### config.mk
export PLATFORM = sky130hd
export DESIGN_NAME = ordered_list_insert_flat
export DESIGN_NICKNAME = d
export VERILOG_FILES = /design/src/hw/rtl/oli_pkg.sv /design/src/hw/rtl/oli_req_if.sv /design/src/hw/rtl/oli_rsp_if.sv /design/src/hw/rtl/oli_apb.sv /design/src/hw/rtl/oli_dpath.sv /design/src/hw/rtl/oli_ctrl.sv /design/src/hw/rtl/ordered_list_insert.sv /design/src/flat_wrapper.sv
export VERILOG_INCLUDE_DIRS = /design/src /design/src/hw/rtl
export SDC_FILE = /design/constraint.sdc
export NUM_CORES = 1
export LEC_CHECK = 0
export ABC_CLOCK_PERIOD_IN_PS = 14450
export BUFFER_PORTS_ARGS = -buffer_cell sky130_fd_sc_hd__clkbuf_2
export CAP_MARGIN = 20
export CORE_MARGIN = 3
export CORE_UTILIZATION = 38
export DETAILED_ROUTE_END_ITERATION = 16
export SYNTH_ARGS = -nofsm -noshare
export SYNTH_HDL_FRONTEND = slang
export SYNTH_HIERARCHICAL = 1
export SYNTH_SLANG_ARGS = --single-unit
### constraint.sdc
create_clock -name clk -period 14.45 [get_ports clk]
set_input_delay 4.335 -clock clk [delete_from_list [all_inputs] [get_ports clk]]
set_output_delay 4.335 -clock clk [all_outputs]
set_load 0.05 [all_outputs]
### src/hw/rtl/ordered_list_insert_defines.svh
// ----------------------------------------------------------------------------
// ordered_list_insert_defines.svh
// Assertion macros used by the ordered list datapath.
// ----------------------------------------------------------------------------
`ifndef ORDERED_LIST_INSERT_DEFINES_SVH
`define ORDERED_LIST_INSERT_DEFINES_SVH

`ifndef ASSERT_OFF

// Same-cycle implication, sampled on the rising clock edge, off in reset
`define OLI_ASSERT_IMP(lbl, ck, rn, ante, cons, msg) \
  lbl: assert property (@(posedge ck) disable iff (!rn) (ante) |-> (cons)) \
    else $error(msg);

// Next-cycle implication
`define OLI_ASSERT_NXT(lbl, ck, rn, ante, cons, msg) \
  lbl: assert property (@(posedge ck) disable iff (!rn) (ante) |=> (cons)) \
    else $error(msg);

`else

`define OLI_ASSERT_IMP(lbl, ck, rn, ante, cons, msg)
`define OLI_ASSERT_NXT(lbl, ck, rn, ante, cons, msg)

`endif

`endif

### src/hw/rtl/oli_pkg.sv
// ----------------------------------------------------------------------------
// oli_pkg
// Shared codes, widths and controller/datapath handshake types.
// ----------------------------------------------------------------------------
package oli_pkg;

  localparam int DATA_W  = 32;
  localparam int REQ_W   = 2;
  localparam int IDX_W   = 4;
  localparam int STAT_W  = 2;
  localparam int OCNT_W  = 5;
  localparam int APB_AW  = 3;
  localparam int APB_DW  = 32;

  // Request codes
  localparam logic [REQ_W-1:0] REQ_APPEND = 2'd0;
  localparam logic [REQ_W-1:0] REQ_INSERT = 2'd1;
  localparam logic [REQ_W-1:0] REQ_READ   = 2'd2;
  localparam logic [REQ_W-1:0] REQ_CLEAR  = 2'd3;

  // Result status codes
  localparam logic [STAT_W-1:0] ST_DONE  = 2'd0;
  localparam logic [STAT_W-1:0] ST_FULL  = 2'd1;
  localparam logic [STAT_W-1:0] ST_RANGE = 2'd2;

  // Register index of the order mode register
  localparam logic CFG_IDX_DESC = 1'b0;

  // Commands from controller to datapath
  typedef struct packed {
    logic latch;     // capture an accepted request
    logic chk;       // capture the result status
    logic clear;     // empty the list
    logic rd_idx;    // read the entry at the request index
    logic rd_first;  // read the head entry to start a scan
    logic step;      // compare/shift one entry of the scan
    logic commit;    // write the tail slot and bump the count
    logic load_out;  // load the result register
  } oli_cmd_t;

  // Status from datapath to controller
  typedef struct packed {
    logic [REQ_W-1:0] req_type;
    logic             full;
    logic             range_err;
    logic             empty;
    logic             last;
    logic             out_free;
  } oli_sts_t;

endpackage

### src/hw/rtl/oli_req_if.sv
// ----------------------------------------------------------------------------
// oli_req_if
// Valid/ready request channel of the ordered list.
// ----------------------------------------------------------------------------
interface oli_req_if;
  import oli_pkg::*;

  logic                     valid;
  logic                     ready;
  logic [REQ_W-1:0]         req_type;
  logic signed [DATA_W-1:0] item_value;
  logic [IDX_W-1:0]         read_index;

  modport source (output valid, output req_type, output item_value,
                  output read_index, input ready);
  modport sink   (input valid, input req_type, input item_value,
                  input read_index, output ready);
endinterface

### src/hw/rtl/oli_rsp_if.sv
// ----------------------------------------------------------------------------
// oli_rsp_if
// Valid/ready result channel of the ordered list.
// ----------------------------------------------------------------------------
interface oli_rsp_if;
  import oli_pkg::*;

  logic                     valid;
  logic                     ready;
  logic [STAT_W-1:0]        status;
  logic signed [DATA_W-1:0] read_value;
  logic [OCNT_W-1:0]        entry_count;
  logic [OCNT_W-1:0]        insert_position;

  modport source (output valid, output status, output read_value,
                  output entry_count, output insert_position, input ready);
  modport sink   (input valid, input status, input read_value,
                  input entry_count, input insert_position, output ready);
endinterface

### src/hw/rtl/oli_apb.sv
// ----------------------------------------------------------------------------
// oli_apb
// APB register slave holding the order mode register.
// ----------------------------------------------------------------------------
module oli_apb (
  input  logic                       clk,
  input  logic                       rst_n,
  input  logic                       psel,
  input  logic                       penable,
  input  logic                       pwrite,
  input  logic [oli_pkg::APB_AW-1:0] paddr,
  input  logic [oli_pkg::APB_DW-1:0] pwdata,
  output logic [oli_pkg::APB_DW-1:0] prdata,
  output logic                       pready,
  output logic                       descending
);
  import oli_pkg::*;

  logic desc_r;
  logic desc_nxt;
  logic wr_en;
  logic hit;

  // Word index is paddr[2]; byte offset ignored
  assign hit    = (paddr[2] == CFG_IDX_DESC);
  assign pready = 1'b1;
  assign wr_en  = psel & penable & pwrite & pready;

  always_comb begin
    desc_nxt = desc_r;
    if (wr_en && hit) begin
      desc_nxt = pwdata[0];
    end
  end

  always_ff @(posedge clk) begin
    if (!rst_n) begin
      desc_r <= 1'b0;
    end else begin
      desc_r <= desc_nxt;
    end
  end

  // Read-back
  assign prdata     = hit ? {{(APB_DW-1){1'b0}}, desc_r} : '0;
  assign descending = desc_r;

endmodule

### src/hw/rtl/oli_dpath.sv
// ----------------------------------------------------------------------------
// oli_dpath
// Entry memory, scan/shift datapath, count and result register.
// ----------------------------------------------------------------------------
`include "ordered_list_insert_defines.svh"

module oli_dpath #(
  parameter int CAPACITY = 16
) (
  input  logic                            clk,
  input  logic                            rst_n,
  input  oli_pkg::oli_cmd_t               cmd,
  output oli_pkg::oli_sts_t               sts,
  input  logic                            descending,
  input  logic [oli_pkg::REQ_W-1:0]       in_req_type,
  input  logic signed [oli_pkg::DATA_W-1:0] in_item_value,
  input  logic [oli_pkg::IDX_W-1:0]       in_read_index,
  output logic                            out_valid,
  input  logic                            out_ready,
  output logic [oli_pkg::STAT_W-1:0]      out_status,
  output logic signed [oli_pkg::DATA_W-1:0] out_read_value,
  output logic [oli_pkg::OCNT_W-1:0]      out_entry_count,
  output logic [oli_pkg::OCNT_W-1:0]      out_insert_position
);
  import oli_pkg::*;

  localparam int AW = $clog2(CAPACITY);
  localparam int CW = $clog2(CAPACITY + 1);
  localparam int IW = (CW > IDX_W) ? CW : IDX_W;

  // Entry store
  logic signed [DATA_W-1:0] mem [CAPACITY];

  // Request and scan state
  logic [REQ_W-1:0]         req_r;
  logic signed [DATA_W-1:0] val_r;
  logic [IDX_W-1:0]         idx_r;
  logic [CW-1:0]            i_r,     i_nxt;
  logic signed [DATA_W-1:0] carry_r, carry_nxt;
  logic                     found_r, found_nxt;
  logic [CW-1:0]            pos_r,   pos_nxt;
  logic [CW-1:0]            count_r, count_nxt;
  logic [STAT_W-1:0]        status_r;
  logic signed [DATA_W-1:0] rdata_r;

  // Result register
  logic                     out_valid_r, out_valid_nxt;
  logic [STAT_W-1:0]        out_status_r;
  logic signed [DATA_W-1:0] out_rval_r;
  logic [OCNT_W-1:0]        out_cnt_r;
  logic [OCNT_W-1:0]        out_pos_r;

  logic          full;
  logic          range_err;
  logic          last;
  logic          after;
  logic          shift;
  logic          out_free;
  logic [CW-1:0] i_inc;
  logic          rd_en;
  logic [AW-1:0] rd_addr;
  logic          wr_en;
  logic [AW-1:0] wr_addr;
  logic [STAT_W-1:0] chk_status;

  // Flags
  assign full      = (count_r == CW'(CAPACITY));
  assign range_err = (IW'(idx_r) >= IW'(count_r));
  assign i_inc     = i_r + CW'(1);
  assign last      = (i_inc == count_r);
  assign out_free  = !out_valid_r || out_ready;

  // Entry ordering test against the inserted value
  assign after = descending ? (rdata_r < val_r) : (rdata_r > val_r);
  assign shift = cmd.step && (found_r || after);

  assign sts.req_type  = req_r;
  assign sts.full      = full;
  assign sts.range_err = range_err;
  assign sts.empty     = (count_r == '0);
  assign sts.last      = last;
  assign sts.out_free  = out_free;

  // Memory ports: one read, one write per cycle
  assign rd_en   = cmd.rd_idx || cmd.rd_first || (cmd.step && !last);
  assign rd_addr = cmd.rd_idx ? AW'(idx_r) : (cmd.step ? AW'(i_inc) : '0);
  assign wr_en   = shift || cmd.commit;
  assign wr_addr = cmd.commit ? AW'(count_r) : AW'(i_r);

  always_ff @(posedge clk) begin
    if (wr_en) begin
      mem[wr_addr] <= carry_r;
    end
    if (rd_en) begin
      rdata_r <= mem[rd_addr];
    end
  end

  // Status of the request as seen at dispatch
  always_comb begin
    case (req_r)
      REQ_CLEAR: chk_status = ST_DONE;
      REQ_READ:  chk_status = range_err ? ST_RANGE : ST_DONE;
      default:   chk_status = full ? ST_FULL : ST_DONE;
    endcase
  end

  // Request capture
  always_ff @(posedge clk) begin
    if (cmd.latch) begin
      req_r <= in_req_type;
      val_r <= in_item_value;
      idx_r <= in_read_index;
    end
    if (cmd.chk) begin
      status_r <= chk_status;
    end
  end

  // Scan, shift and count update
  always_comb begin
    i_nxt     = i_r;
    carry_nxt = carry_r;
    found_nxt = found_r;
    pos_nxt   = pos_r;
    count_nxt = count_r;
    if (cmd.latch) begin
      i_nxt     = '0;
      carry_nxt = in_item_value;
      found_nxt = 1'b0;
    end
    if (cmd.step) begin
      i_nxt = i_inc;
      if (shift) begin
        carry_nxt = rdata_r;
        found_nxt = 1'b1;
        if (!found_r) begin
          pos_nxt = i_r;
        end
      end
    end
    if (cmd.commit) begin
      count_nxt = count_r + CW'(1);
      if (!found_r) begin
        pos_nxt = count_r;
      end
    end
    if (cmd.clear) begin
      count_nxt = '0;
    end
  end

  always_ff @(posedge clk) begin
    i_r     <= i_nxt;
    carry_r <= carry_nxt;
    pos_r   <= pos_nxt;
    if (!rst_n) begin
      found_r <= 1'b0;
      count_r <= '0;
    end else begin
      found_r <= found_nxt;
      count_r <= count_nxt;
    end
  end

  // Result register
  always_comb begin
    out_valid_nxt = out_valid_r;
    if (out_valid_r && out_ready) begin
      out_valid_nxt = 1'b0;
    end
    if (cmd.load_out) begin
      out_valid_nxt = 1'b1;
    end
  end

  always_ff @(posedge clk) begin
    if (!rst_n) begin
      out_valid_r <= 1'b0;
    end else begin
      out_valid_r <= out_valid_nxt;
    end
  end

  always_ff @(posedge clk) begin
    if (cmd.load_out) begin
      out_status_r <= status_r;
      out_rval_r   <= (req_r == REQ_READ && status_r == ST_DONE) ? rdata_r : '0;
      out_cnt_r    <= OCNT_W'(count_r);
      out_pos_r    <= (status_r == ST_DONE &&
                       (req_r == REQ_APPEND || req_r == REQ_INSERT)) ?
                      OCNT_W'(pos_r) : '0;
    end
  end

  assign out_valid           = out_valid_r;
  assign out_status          = out_status_r;
  assign out_read_value      = out_rval_r;
  assign out_entry_count     = out_cnt_r;
  assign out_insert_position = out_pos_r;

  // Checks
  `OLI_ASSERT_IMP(a_count_bound, clk, rst_n, 1'b1, count_r <= CW'(CAPACITY), "count overflow")
  `OLI_ASSERT_IMP(a_commit_room, clk, rst_n, cmd.commit, !full, "write into full list")
  `OLI_ASSERT_IMP(a_step_range, clk, rst_n, cmd.step, i_r < count_r, "scan past tail")
  `OLI_ASSERT_IMP(a_load_free, clk, rst_n, cmd.load_out, out_free, "result overwritten")
  `OLI_ASSERT_NXT(a_load_shows, clk, rst_n, cmd.load_out, out_valid_r, "result not shown")

endmodule

### src/hw/rtl/oli_ctrl.sv
// ----------------------------------------------------------------------------
// oli_ctrl
// Request sequencer: dispatch, scan loop, commit and result hand-off.
// ----------------------------------------------------------------------------
module oli_ctrl (
  input  logic              clk,
  input  logic              rst_n,
  input  logic              in_valid,
  output logic              in_ready,
  input  oli_pkg::oli_sts_t sts,
  output oli_pkg::oli_cmd_t cmd
);
  import oli_pkg::*;

  localparam logic [2:0] S_IDLE   = 3'd0;
  localparam logic [2:0] S_DISP   = 3'd1;
  localparam logic [2:0] S_SCAN   = 3'd2;
  localparam logic [2:0] S_COMMIT = 3'd3;
  localparam logic [2:0] S_READ   = 3'd4;
  localparam logic [2:0] S_FIN    = 3'd5;

  logic [2:0] state_r, state_nxt;

  assign in_ready = (state_r == S_IDLE);

  // Next state and commands
  always_comb begin
    state_nxt = state_r;
    cmd       = '0;
    case (state_r)
      S_IDLE: begin
        if (in_valid) begin
          cmd.latch = 1'b1;
          state_nxt = S_DISP;
        end
      end
      S_DISP: begin
        cmd.chk = 1'b1;
        case (sts.req_type)
          REQ_CLEAR: begin
            cmd.clear = 1'b1;
            state_nxt = S_FIN;
          end
          REQ_READ: begin
            if (sts.range_err) begin
              state_nxt = S_FIN;
            end else begin
              cmd.rd_idx = 1'b1;
              state_nxt  = S_READ;
            end
          end
          default: begin
            if (sts.full) begin
              state_nxt = S_FIN;
            end else if (sts.req_type == REQ_APPEND || sts.empty) begin
              cmd.commit = 1'b1;
              state_nxt  = S_FIN;
            end else begin
              cmd.rd_first = 1'b1;
              state_nxt    = S_SCAN;
            end
          end
        endcase
      end
      S_SCAN: begin
        cmd.step = 1'b1;
        if (sts.last) begin
          state_nxt = S_COMMIT;
        end
      end
      S_COMMIT: begin
        cmd.commit = 1'b1;
        state_nxt  = S_FIN;
      end
      S_READ: begin
        state_nxt = S_FIN;
      end
      S_FIN: begin
        if (sts.out_free) begin
          cmd.load_out = 1'b1;
          state_nxt    = S_IDLE;
        end
      end
      default: begin
        state_nxt = S_IDLE;
      end
    endcase
  end

  always_ff @(posedge clk) begin
    if (!rst_n) begin
      state_r <= S_IDLE;
    end else begin
      state_r <= state_nxt;
    end
  end

endmodule

### src/hw/rtl/ordered_list_insert.sv
// ----------------------------------------------------------------------------
// ordered_list_insert
// Bounded list of signed 32-bit values with append, ordered insert, read
// and clear requests.
// ----------------------------------------------------------------------------
// One request is in work at a time; the entries sit in a single-port-write,
// single-port-read memory and an ordered insert walks it one entry per
// cycle, comparing and shifting entries up in the same pass. Clear, append
// and a rejected request go from accept through dispatch to finish; a
// read in range also passes a read state, and an ordered insert into a
// non-empty list scans and then commits. A new request is taken as soon as
// the sequencer is back in idle, even if the previous result still waits in
// the output register. The order mode register (byte address 0, bit 0:
// 1 = descending) must be written over APB only while no request is in
// flight; the block itself does not enforce this. Entries are not cleared
// at reset; only positions below the count are ever read.
module ordered_list_insert #(
  parameter int CAPACITY = 16
) (
  input  logic                       clk,
  input  logic                       rst_n,
  oli_req_if.sink                    in_req,
  oli_rsp_if.source                  out_rsp,
  input  logic                       psel,
  input  logic                       penable,
  input  logic                       pwrite,
  input  logic [oli_pkg::APB_AW-1:0] paddr,
  input  logic [oli_pkg::APB_DW-1:0] pwdata,
  output logic [oli_pkg::APB_DW-1:0] prdata,
  output logic                       pready
);
  import oli_pkg::*;

  oli_cmd_t cmd;
  oli_sts_t sts;
  logic     descending;

  // Configuration registers
  oli_apb u_apb (
    .clk        (clk),
    .rst_n      (rst_n),
    .psel       (psel),
    .penable    (penable),
    .pwrite     (pwrite),
    .paddr      (paddr),
    .pwdata     (pwdata),
    .prdata     (prdata),
    .pready     (pready),
    .descending (descending)
  );

  // Sequencer
  oli_ctrl u_ctrl (
    .clk      (clk),
    .rst_n    (rst_n),
    .in_valid (in_req.valid),
    .in_ready (in_req.ready),
    .sts      (sts),
    .cmd      (cmd)
  );

  // Datapath
  oli_dpath #(
    .CAPACITY (CAPACITY)
  ) u_dpath (
    .clk                 (clk),
    .rst_n               (rst_n),
    .cmd                 (cmd),
    .sts                 (sts),
    .descending          (descending),
    .in_req_type         (in_req.req_type),
    .in_item_value       (in_req.item_value),
    .in_read_index       (in_req.read_index),
    .out_valid           (out_rsp.valid),
    .out_ready           (out_rsp.ready),
    .out_status          (out_rsp.status),
    .out_read_value      (out_rsp.read_value),
    .out_entry_count     (out_rsp.entry_count),
    .out_insert_position (out_rsp.insert_position)
  );

endmodule

### src/flat_wrapper.sv
// flat-port wrapper written by rule: the top's interface ports become plain ports
module ordered_list_insert_flat import oli_pkg::*;
#(
  parameter int CAPACITY = 16
)
  (clk, rst_n, psel, penable, pwrite, paddr, pwdata, prdata, pready, in_req_valid, in_req_req_type, in_req_item_value, in_req_read_index, in_req_ready, out_rsp_valid, out_rsp_status, out_rsp_read_value, out_rsp_entry_count, out_rsp_insert_position, out_rsp_ready);
  oli_req_if in_req_i ();
  oli_rsp_if out_rsp_i ();
  input  logic clk;
  input  logic rst_n;
  input  logic psel;
  input  logic penable;
  input  logic pwrite;
  input  logic [oli_pkg::APB_AW-1:0] paddr;
  input  logic [oli_pkg::APB_DW-1:0] pwdata;
  output logic [oli_pkg::APB_DW-1:0] prdata;
  output logic pready;
  input wire logic [$bits(in_req_i.valid)-1:0] in_req_valid;
  input wire logic [$bits(in_req_i.req_type)-1:0] in_req_req_type;
  input wire logic [$bits(in_req_i.item_value)-1:0] in_req_item_value;
  input wire logic [$bits(in_req_i.read_index)-1:0] in_req_read_index;
  output wire logic [$bits(in_req_i.ready)-1:0] in_req_ready;
  output wire logic [$bits(out_rsp_i.valid)-1:0] out_rsp_valid;
  output wire logic [$bits(out_rsp_i.status)-1:0] out_rsp_status;
  output wire logic [$bits(out_rsp_i.read_value)-1:0] out_rsp_read_value;
  output wire logic [$bits(out_rsp_i.entry_count)-1:0] out_rsp_entry_count;
  output wire logic [$bits(out_rsp_i.insert_position)-1:0] out_rsp_insert_position;
  input wire logic [$bits(out_rsp_i.ready)-1:0] out_rsp_ready;
  assign in_req_i.valid = in_req_valid;
  assign in_req_i.req_type = in_req_req_type;
  assign in_req_i.item_value = in_req_item_value;
  assign in_req_i.read_index = in_req_read_index;
  assign in_req_ready = in_req_i.ready;
  assign out_rsp_valid = out_rsp_i.valid;
  assign out_rsp_status = out_rsp_i.status;
  assign out_rsp_read_value = out_rsp_i.read_value;
  assign out_rsp_entry_count = out_rsp_i.entry_count;
  assign out_rsp_insert_position = out_rsp_i.insert_position;
  assign out_rsp_i.ready = out_rsp_ready;
  ordered_list_insert #(.CAPACITY(CAPACITY)) u_core (.clk(clk), .rst_n(rst_n), .in_req(in_req_i), .out_rsp(out_rsp_i), .psel(psel), .penable(penable), .pwrite(pwrite), .paddr(paddr), .pwdata(pwdata), .prdata(prdata), .pready(pready));
endmodule
# Word level (Yosys, flattened, before mapping)
# Memory sizes are Yosys's and may differ from the RTL's. A register that Yosys moved wholly into a read port is not among the register bits.
# Cells that the tools add are included.
[classes]
n_addsub = 2
order_cmp = 3
eq_ne = 13
muxes = 49
n_bitwise = 4
reduce_logical = 25
[ops]
columns = ["cell", "count"]
rows = [
  ["$mux W32", 3],
  ["$mux W5", 7],
  ["$gt A32 B32 Y1", 1],
  ["$lt A32 B32 Y1", 1],
  ["$mux W1", 25],
  ["$mux W4", 4],
  ["$mux W3", 5],
  ["$pmux W3 S5", 1],
  ["$add A5 B1 Y5 const B", 2],
  ["$logic_or A1 B1 Y1", 7],
  ["$eq A3 B2 Y1 const B", 2],
  ["$eq A3 B3 Y1 const B", 2],
  ["$logic_and A1 B1 Y1", 6],
  ["$ne A2 B2 Y1 const B", 3],
  ["$pmux W3 S2", 1],
  ["$reduce_or A2 Y1", 3],
  ["$eq A5 B5 Y1", 1],
  ["$eq A5 B5 Y1 const B", 1],
  ["$ge A4 B5 Y1", 1],
  ["$logic_not A5 Y1", 1],
  ["$eq A2 B2 Y1 const B", 2],
  ["$logic_not A2 Y1", 2],
  ["$pmux W2 S2", 1],
  ["$reduce_bool A2 Y1", 2],
  ["9 further kinds", 12],
]
[word_totals]
regBits = 137
mem_bits_rw = 512
input_bits = 80
output_inout_bits = 79
n_memories = 1
[mem_list]
columns = ["memory", "words", "word_bits", "rd", "rd_ports_with_merged_regs", "wr", "line", "text"]
rows = [
  ["u_core.u_dpath.mem", 16, 32, 1, 1, 1, "oli_dpath.sv:32", "logic signed [DATA_W-1:0] mem [CAPACITY];"],
]

# Depth between registers and ports, before layout
# Gate-level depths: netlist of the first run.
[logic_depth]
word_depth = 9
ltp_mapped = 17

# Hierarchy
# Netlist of the first run, hierarchy kept.
[by_module_without_submodules]
columns = ["mod", "instances", "cells_each", "area_per_inst_um2", "seq_area_each_um2"]
rows = [
  ["oli_dpath", 1, 1416, 26820.7, 19889.1],
  ["oli_apb", 1, 40, 315.3, 20.0],
  ["oli_ctrl", 1, 36, 312.8, 60.1],
]

# Worst setup path before layout of the first run
# OpenSTA, ideal clock, no wires.
[synth_path]
kind = "input-to-output"
start = "in paddr[2] in the netlist's numbering"
end = "out prdata[0] in the netlist's numbering"
arrival_ns = 5.024
slack_ns = 5.091
cell_stages = 1
cell_sequence = "nor2b_1"
[synth_between]
elab_chain_cells = 1
[synth_rtl]
columns = ["item", "line", "text"]
rows = [
  ["from (decl)", "flat_wrapper.sv:14", "input logic [oli_pkg::APB_AW-1:0] paddr;"],
  ["$mux W1", "oli_apb.sv:45", "assign prdata = hit ? {{(APB_DW-1){1'b0}}, desc_r} : '0;"],
  ["to (decl)", "flat_wrapper.sv:16", "output logic [oli_pkg::APB_DW-1:0] prdata;"],
]
# No other way between the ends.

# Worst setup path after layout of the first run
# Same ends and word-level chain as after synthesis.

==> impl_metrics.yaml, run 1 <==
pwr:
  power.leakage_nw: 10.4
  p_int_w: 0.00347
  pwr-share-seq_pct: 55.4
  ir_drop_mv: 0.0802
  power_frac_comb_pct: 6.0
  power_w: 0.00450
  pwr_density_cell_nw_per_um2: 144
  sw_frac_of_total_pct: 22.9
  p_switching_w: 0.00103
  clkPwrFrac_pct: 38.6
final_layout:
  fill_cells: 6113
  drive_gt1_share_pct: 25.2
  register_area_sq_um: 20000
  nets: 1727
  final_cells: 2600
  area_delta_synth_final_pct: 14.1
  multi_input_area_sq_um: 7060
  antenna-diode-count: 0
outcome:
  status: "finished clean"
routing:
  routed_wl_um: 61400
  first_pass_iters: 5
  vias_per_cell: 5.32
  initialDrtViolationCount: 1116
  drc: 0
  vias: 13800
  ant_nets: 0
  routedWlPerCell_um: 23.6
synth:
  post-synth-top-count-cell: "edfxtp_1"
  synth_cell_type_count: 65
  synth_top_area_share_pct: 69.2
  synthArstFlopShare_pct: 0
  yosysSeqAreaShare_pct: 72.8
  ys_ff_latch: 681
  synth_common_cells: "edfxtp_1 (633), mux4_2 (128), nand2_1 (102)"
  synth_edf_count: 633
  synth.area.top_cells: "edfxtp_1 (69%), mux4_2 (11%), dfxtp_1 (3.5%), ha_1 (1.8%), and2_1 (1.6%)"
  syn_avg_cell_area_sq_um: 18.4
  synthFlopType: "edfxtp_1"
  yosysWarningCount: 6
  syn_area_sq_um: 27400
  syn_inst: 1492
  yosysTopAreaCell: "edfxtp_1"
floorplanning:
  rows: 97
  coreArea_sq_um: 70800
  initial_core_util_pct: 38.8
  die-area_sq_um: 75500
  die-height_um: 275
  fp.dieW_um: 275
  ios: 159
placed_design:
  gp_congestion: 0.754
  pre_cts_ws_ns: 5.27
  place_hpwl_um: 32200
  port_buffers: 93
  dp.cells: 2477
timing:
  slew_headroom_pct: 23.0
  post-route-period-util_pct: 63.4
  rsz0062_at_grt: "false"
  skew_ns: 0.0241
  timing.setup.tns_ns: 0
  fmax_mhz: 109
  setup_viol: 0
  hold_viol: 0
  setup_slack_ns: 5.28
  min_period_ns: 9.17
  worst_pin_slew_ns: 1.15
  drv_slew: 0
grt:
  overflow: 0
  grt_pass1_vias: 14200
  antenna_found_initial: 2
  grt_max_degree: 101
  grt_usage_pct: 16.4
  grt_pass1_wl_um: 91900
setup_path:
  crit_path_start_kind: "primary input"
  cp-end-kind: "output pin"
  cp.required_ns: 10.11
  crit_type: "primary input to output pin"
  crit_arrival_ns: 4.83
  cp_max_fo: 2
clock_network:
  clkSlewWorstSetupHoldPaths_ns: 0.06
  clockBufferDepth: 3
  postCtsResizedCells: 0
  ctsHoldBuffers: 0
  cts_made_buffers: 69
  htreeDepth: 3
  clock_sinks: 681
  clock_latency_ns: 0.60
  post-cts-setup-buffers: 0
  cts_tree: "done"
  cts_root_buf: "clkbuf_16"
min_path:
  hold_class: "register to register"
run:
  cap_violations: 0
power groups by stage:
| stage | Sequential [W] | Combinational [W] | Clock (W) |
|---|---|---|---|
| final | 0.00249 | 0.000272 | 0.00174 |
| after global routing | 0.00252 | 0.000298 | 0.00186 |
| after CTS | 0.00250 | 0.000276 | 0.00179 |
| after detailed placement | 0.00254 | 0.000274 | 0 |
| after global placement | 0.00252 | 0.000267 | 0 |
| after floorplan | 0.00249 | 0.000196 | 0 |
routing by layer:
metal	wire length, um	vias to the layer above	track usage [%]
met4	985	0	3.72
met1	28500	7386	23.4
met5	0	-	0
met2	29600	279	26.8
li1	-	6088	-
met3	2190	72	2.51
per-stage QoR:
stage	utilization [%]	cell area [sq um]	hold WS, ns
2_1_floorplan	-	27600	0.406
3_3_place_gp	41.1	29100	0.494
3_5_place_dp	41.1	29100	0.499
4_1_cts	44.3	31300	0.513
5_1_grt	44.3	31300	0.522
6_report	44.3	31300	0.513
cells by family after synthesis:
logic type	count (synthesis)	share of synthesized area, %
flip-flops	681	72.8
AND/OR/NAND/NOR	254	4.91
multiplexers	198	13.3
buffers and inverters	155	2.98
AO/OA/AOI/OAI	152	3.86
adder cells (fa/ha/maj)	39	1.78
XOR/XNOR	11	0.351
other	2	0.0274
placed cells by master, fill, tap and decap left out, types with 9 or more instances in the layout:
cell,netlist,routed
mux4_2,128,128
and2_1,72,71
clkbuf_2,0,93
a31oi_1,33,33
clkbuf_16,0,69
a21oi_1,17,17
nor2_1,18,18
dfxtp_1,48,48
buf_4,39,30
mux2_1,31,31
a211oi_1,38,38
clkinv_2,0,10
clkinv_1,0,9
nand2_1,102,102
edfxtp_1,633,633
o31ai_4,0,13
inv_1,45,45
conb_1,2,32
ha_1,39,39
clkbuf_1,41,17
mux2_2,33,32
worst paths after layout:
| kind | cells past startpoint | slack, ns | end | from |
|---|---|---|---|---|
| hold reg to reg | 0 | 0.51 | u_core/u_dpath/out_status[1] | u_core/u_dpath/status_r[1] |
| hold / removal | 0 | 0.51 | u_core/u_dpath/out_status[1] | u_core/u_dpath/status_r[1] |
| setup / recovery | 3 | 5.28 | prdata[0] | paddr[2] |
| setup reg to reg | 15 | 8.81 | u_core/u_dpath/rdata_r[18] | u_core/u_dpath/count_r[1] |
worst max-delay path, cell delays in order:
cell and delay (ns):
clkbuf_2 0.09, nor2b_1 0.12, clkbuf_2 0.29
state kept, by name, indices dropped and copies added (netlist names), 3 cells and up:
signal,flops
u_core/u_dpath/out_read_value,32
u_core/u_dpath/out_entry_count,5
u_core/u_dpath/out_insert_position,5
u_core/u_ctrl/state_r,3
u_core/u_dpath/pos_r,5
u_core/u_dpath/rdata_r,32
u_core/u_dpath/mem,512
u_core/u_dpath/count_r,5
u_core/u_dpath/idx_r,4
u_core/u_dpath/carry_r,32
u_core/u_dpath/i_r,5
u_core/u_dpath/val_r,32
layout make-up:
cell class / instances / area share, %
Timing Repair Buffer: 125 / 2.36
Clock buffer: 93 / 6.03
Sequential cell: 681 / 63.8
Tap cell: 940 / 3.76
Inverter: 45 / 0.539
Multi-Input combinational cell: 686 / 22.5
Clock inverter: 30 / 0.999
(Power assumes the default switching activity.)
==> run 2: changes to the inputs <==
--- a/config.mk
+++ b/config.mk
@@ -6,7 +6,8 @@
 export SDC_FILE = /design/constraint.sdc
 export NUM_CORES = 1
 export LEC_CHECK = 0
-export ABC_CLOCK_PERIOD_IN_PS = 14450
+export ABC_AREA = 1
+export ABC_CLOCK_PERIOD_IN_PS = 9300
 export BUFFER_PORTS_ARGS = -buffer_cell sky130_fd_sc_hd__clkbuf_2
 export CAP_MARGIN = 20
 export CORE_MARGIN = 3
==> constraint.sdc (replaced) <==
create_clock -name clk -period 9.3 [get_ports clk]
set_input_delay 2.79 -clock clk [delete_from_list [all_inputs] [get_ports clk]]
set_output_delay 2.79 -clock clk [all_outputs]
set_load 0.05 [all_outputs]
==> run 2 against run 1 <==
Compared with the run above: clock-buffer cell count did not move; utilization is 0.89 points lower; clock power is 54% higher; synthesized cell count rose by 65%; critical path depth unchanged; final cell count grew 37%; global-route usage increased by 1.2 points; sequential power is 59% higher; combinational power up 100%; via count is 32% higher; area after synthesis grew 4.6%; clock skew up 0.0030 ns; critical endpoint unchanged; largest cell class unchanged; highest routed layer unchanged.
==> impl_metrics.yaml, run 2 <==
timing:
  skew_ns: 0.0271
  worst_pin_slew_ns: 1.12
  timing.setup.tns_ns: 0
  hold_viol: 0
  post-route-period-util_pct: 65.3
  rsz0062_at_grt: "false"
  drv_slew: 0
  setup_viol: 0
  fmax_mhz: 165
  slew_headroom_pct: 25.3
  min_period_ns: 6.07
  setup_slack_ns: 3.23
synth:
  synth_common_cells: "edfxtp_1 (633), nand2_1 (503), inv_1 (384)"
  syn_avg_cell_area_sq_um: 11.7
  yosysTopAreaCell: "edfxtp_1"
  post-synth-top-count-cell: "edfxtp_1"
  synthArstFlopShare_pct: 0
  synthFlopType: "edfxtp_1"
  syn_inst: 2463
  yosysWarningCount: 6
  syn_area_sq_um: 28700
  synth_edf_count: 633
  synth_cell_type_count: 41
  ys_ff_latch: 681
  synth_top_area_share_pct: 66.2
  synth.area.top_cells: "edfxtp_1 (66%), nand2_1 (6.6%), o211ai_1 (5.9%), inv_1 (5.0%), dfxtp_1 (3.3%)"
  yosysSeqAreaShare_pct: 69.5
setup_path:
  ff2ff_path_depth: 18
  crit_end: "prdata[0]"
  startpoint: "paddr[2]"
  cp_max_fo: 2
  cp-end-kind: "output pin"
  timing.critical_path.mode_cell: "clkbuf_2"
  path_cells: "clkbuf_2 -> nor2_1 -> clkbuf_2"
  critPathMaxStageDelay_ns: 0.28
  cp_num_cells: 3
  reg2reg_slack_ns: 3.98
  cp.required_ns: 6.51
  reg2reg_to: "u_core/u_dpath/rdata_r[5]"
  crit_path_start_kind: "primary input"
  critical-path-top-delay-family: "buffers and inverters"
  cp.buffers_inverters: 2
  r2r-start: "u_core/u_dpath/count_r[1]"
  crit_arrival_ns: 3.28
  crit_type: "primary input to output pin"
  slowest_stage: "clkbuf_2"
floorplanning:
  rows: 100
  coreArea_sq_um: 74700
  die-area_sq_um: 78900
  initial_core_util_pct: 38.4
  die-height_um: 281
  fp.dieW_um: 281
  ios: 159
run:
  cap_violations: 0
final_layout:
  top_register: "u_core/u_dpath/mem"
  largest_reg_flops: 512
  final_cells: 3553
  antenna-diode-count: 0
  final_cell_mix: "edfxtp_1 (633), nand2_1 (503), inv_1 (382)"
  drive_gt1_share_pct: 10.1
  final_common_cell: "edfxtp_1"
  area_delta_synth_final_pct: 12.8
  nets: 2653
  post-route-util_pct: 43.4
  fin_area_sq_um: 32400
pwr:
  power.leakage_nw: 12.1
  pwr_density_cell_nw_per_um2: 223
  ir_drop_mv: 0.123
placed_design:
  place_hpwl_um: 37900
  dp.cells: 3430
  gp_congestion: 0.822
  placed_area_sq_um: 30200
  pre_cts_ws_ns: 3.24
  port_buffers: 93
routing:
  wl_met1_um: 29100
  drc: 0
  initialDrtViolationCount: 1602
  routedWlPerCell_um: 19.6
  vias: 18200
  vias_per_cell: 5.13
  routed_wl_um: 69500
  dr_wl_met2_um: 34100
  first_pass_iters: 5
  ant_nets: 0
  highest_layer: "met4"
  met3WireLength_um: 4400
grt:
  overflow: 0
  grt_max_degree: 121
  grt_pass1_vias: 17300
  grt_pass1_wl_um: 104000
  grt_usage_pct: 17.6
  antenna_found_initial: 0
clock_network:
  postCtsResizedCells: 0
  cts_root_buf: "clkbuf_16"
  post-cts-setup-buffers: 0
  clock_sinks: 681
  cts_made_buffers: 69
  clkSlewWorstSetupHoldPaths_ns: 0.06
  cts_tree: "done"
  clockBufferDepth: 3
  clock_latency_ns: 0.60
  ctsHoldBuffers: 0
  htreeDepth: 3
outcome:
  status: "finished clean"
min_path:
  hold_class: "register to register"
## run 2: worst register-to-register path: cells and delay by family (launching register included)
kind	cells	cell delay (ns)
DFF	1	0.48
adders and majority gates	1	0.30
buffers and inverters	4	2.01
and+or+nand+nor	7	0.85
AOI/OAI and AO/OA	6	1.40
## run 2: cell type report
class                           count  area [sq um]
Sequential cell                   681         20000
Fill cell                        6717         42300
Timing Repair Buffer              132           783
Inverter                          391          1470
Clock inverter                     28           273
Tap cell                          969          1210
Multi-Input combinational cell   1259          6790
Clock buffer                       93          1890
## run 2: cells by family (layout without fill, tap and decap cells)
family          after synthesis  count (layout)  synth area share [%]
fa+ha+maj                    39              39                  1.70
xor+xnor                      7               7                 0.214
other cells                   2              32                0.0262
compound gates              404             404                  9.37
simple gates                777             777                  11.1
buf+inv                     553             644                  8.05
flops                       681             681                  69.5
## run 2: per-layer routing
| metal | GRT usage, % | vias to the layer above |
|---|---|---|
| li1 | - | 8589 |
| met1 | 22.5 | 8885 |
| met2 | 30.4 | 624 |
| met3 | 2.67 | 115 |
| met4 | 6.38 | 0 |
| met5 | 0 | - |
## run 2: how the worst min path moves through the flow
stage	to	start	slack [ns]	cells after the start
4_1_cts	u_core/u_dpath/out_status[0]	u_core/u_dpath/status_r[0]	0.45	0
3_5_place_dp	u_core/u_dpath/out_status[0]	u_core/u_dpath/status_r[0]	0.44	0
2_1_floorplan	u_core/u_dpath/out_status[0]	u_core/u_dpath/status_r[0]	0.43	0
6_report	u_core/u_dpath/out_status[0]	u_core/u_dpath/status_r[0]	0.45	0
3_3_place_gp	u_core/u_dpath/out_status[1]	u_core/u_dpath/status_r[1]	0.43	0
5_1_grt	u_core/u_dpath/out_status[0]	u_core/u_dpath/status_r[0]	0.46	0
## run 2: power breakdown
part / switching [W] / internal (W) / leakage (nW)
clock network: 0.00112 / 0.00156 / 1.05
logic: 0.000403 / 0.000150 / 4.92
registers: 0.000257 / 0.00371 / 6.16
## run 2: stage by stage
stage	hold WS, ns	power (W)
after floorplan	0.426	0.00432
after global placement	0.434	0.00455
after detailed placement	0.439	0.00459
after CTS	0.452	0.00726
after global routing	0.459	0.00749
final	0.454	0.00721
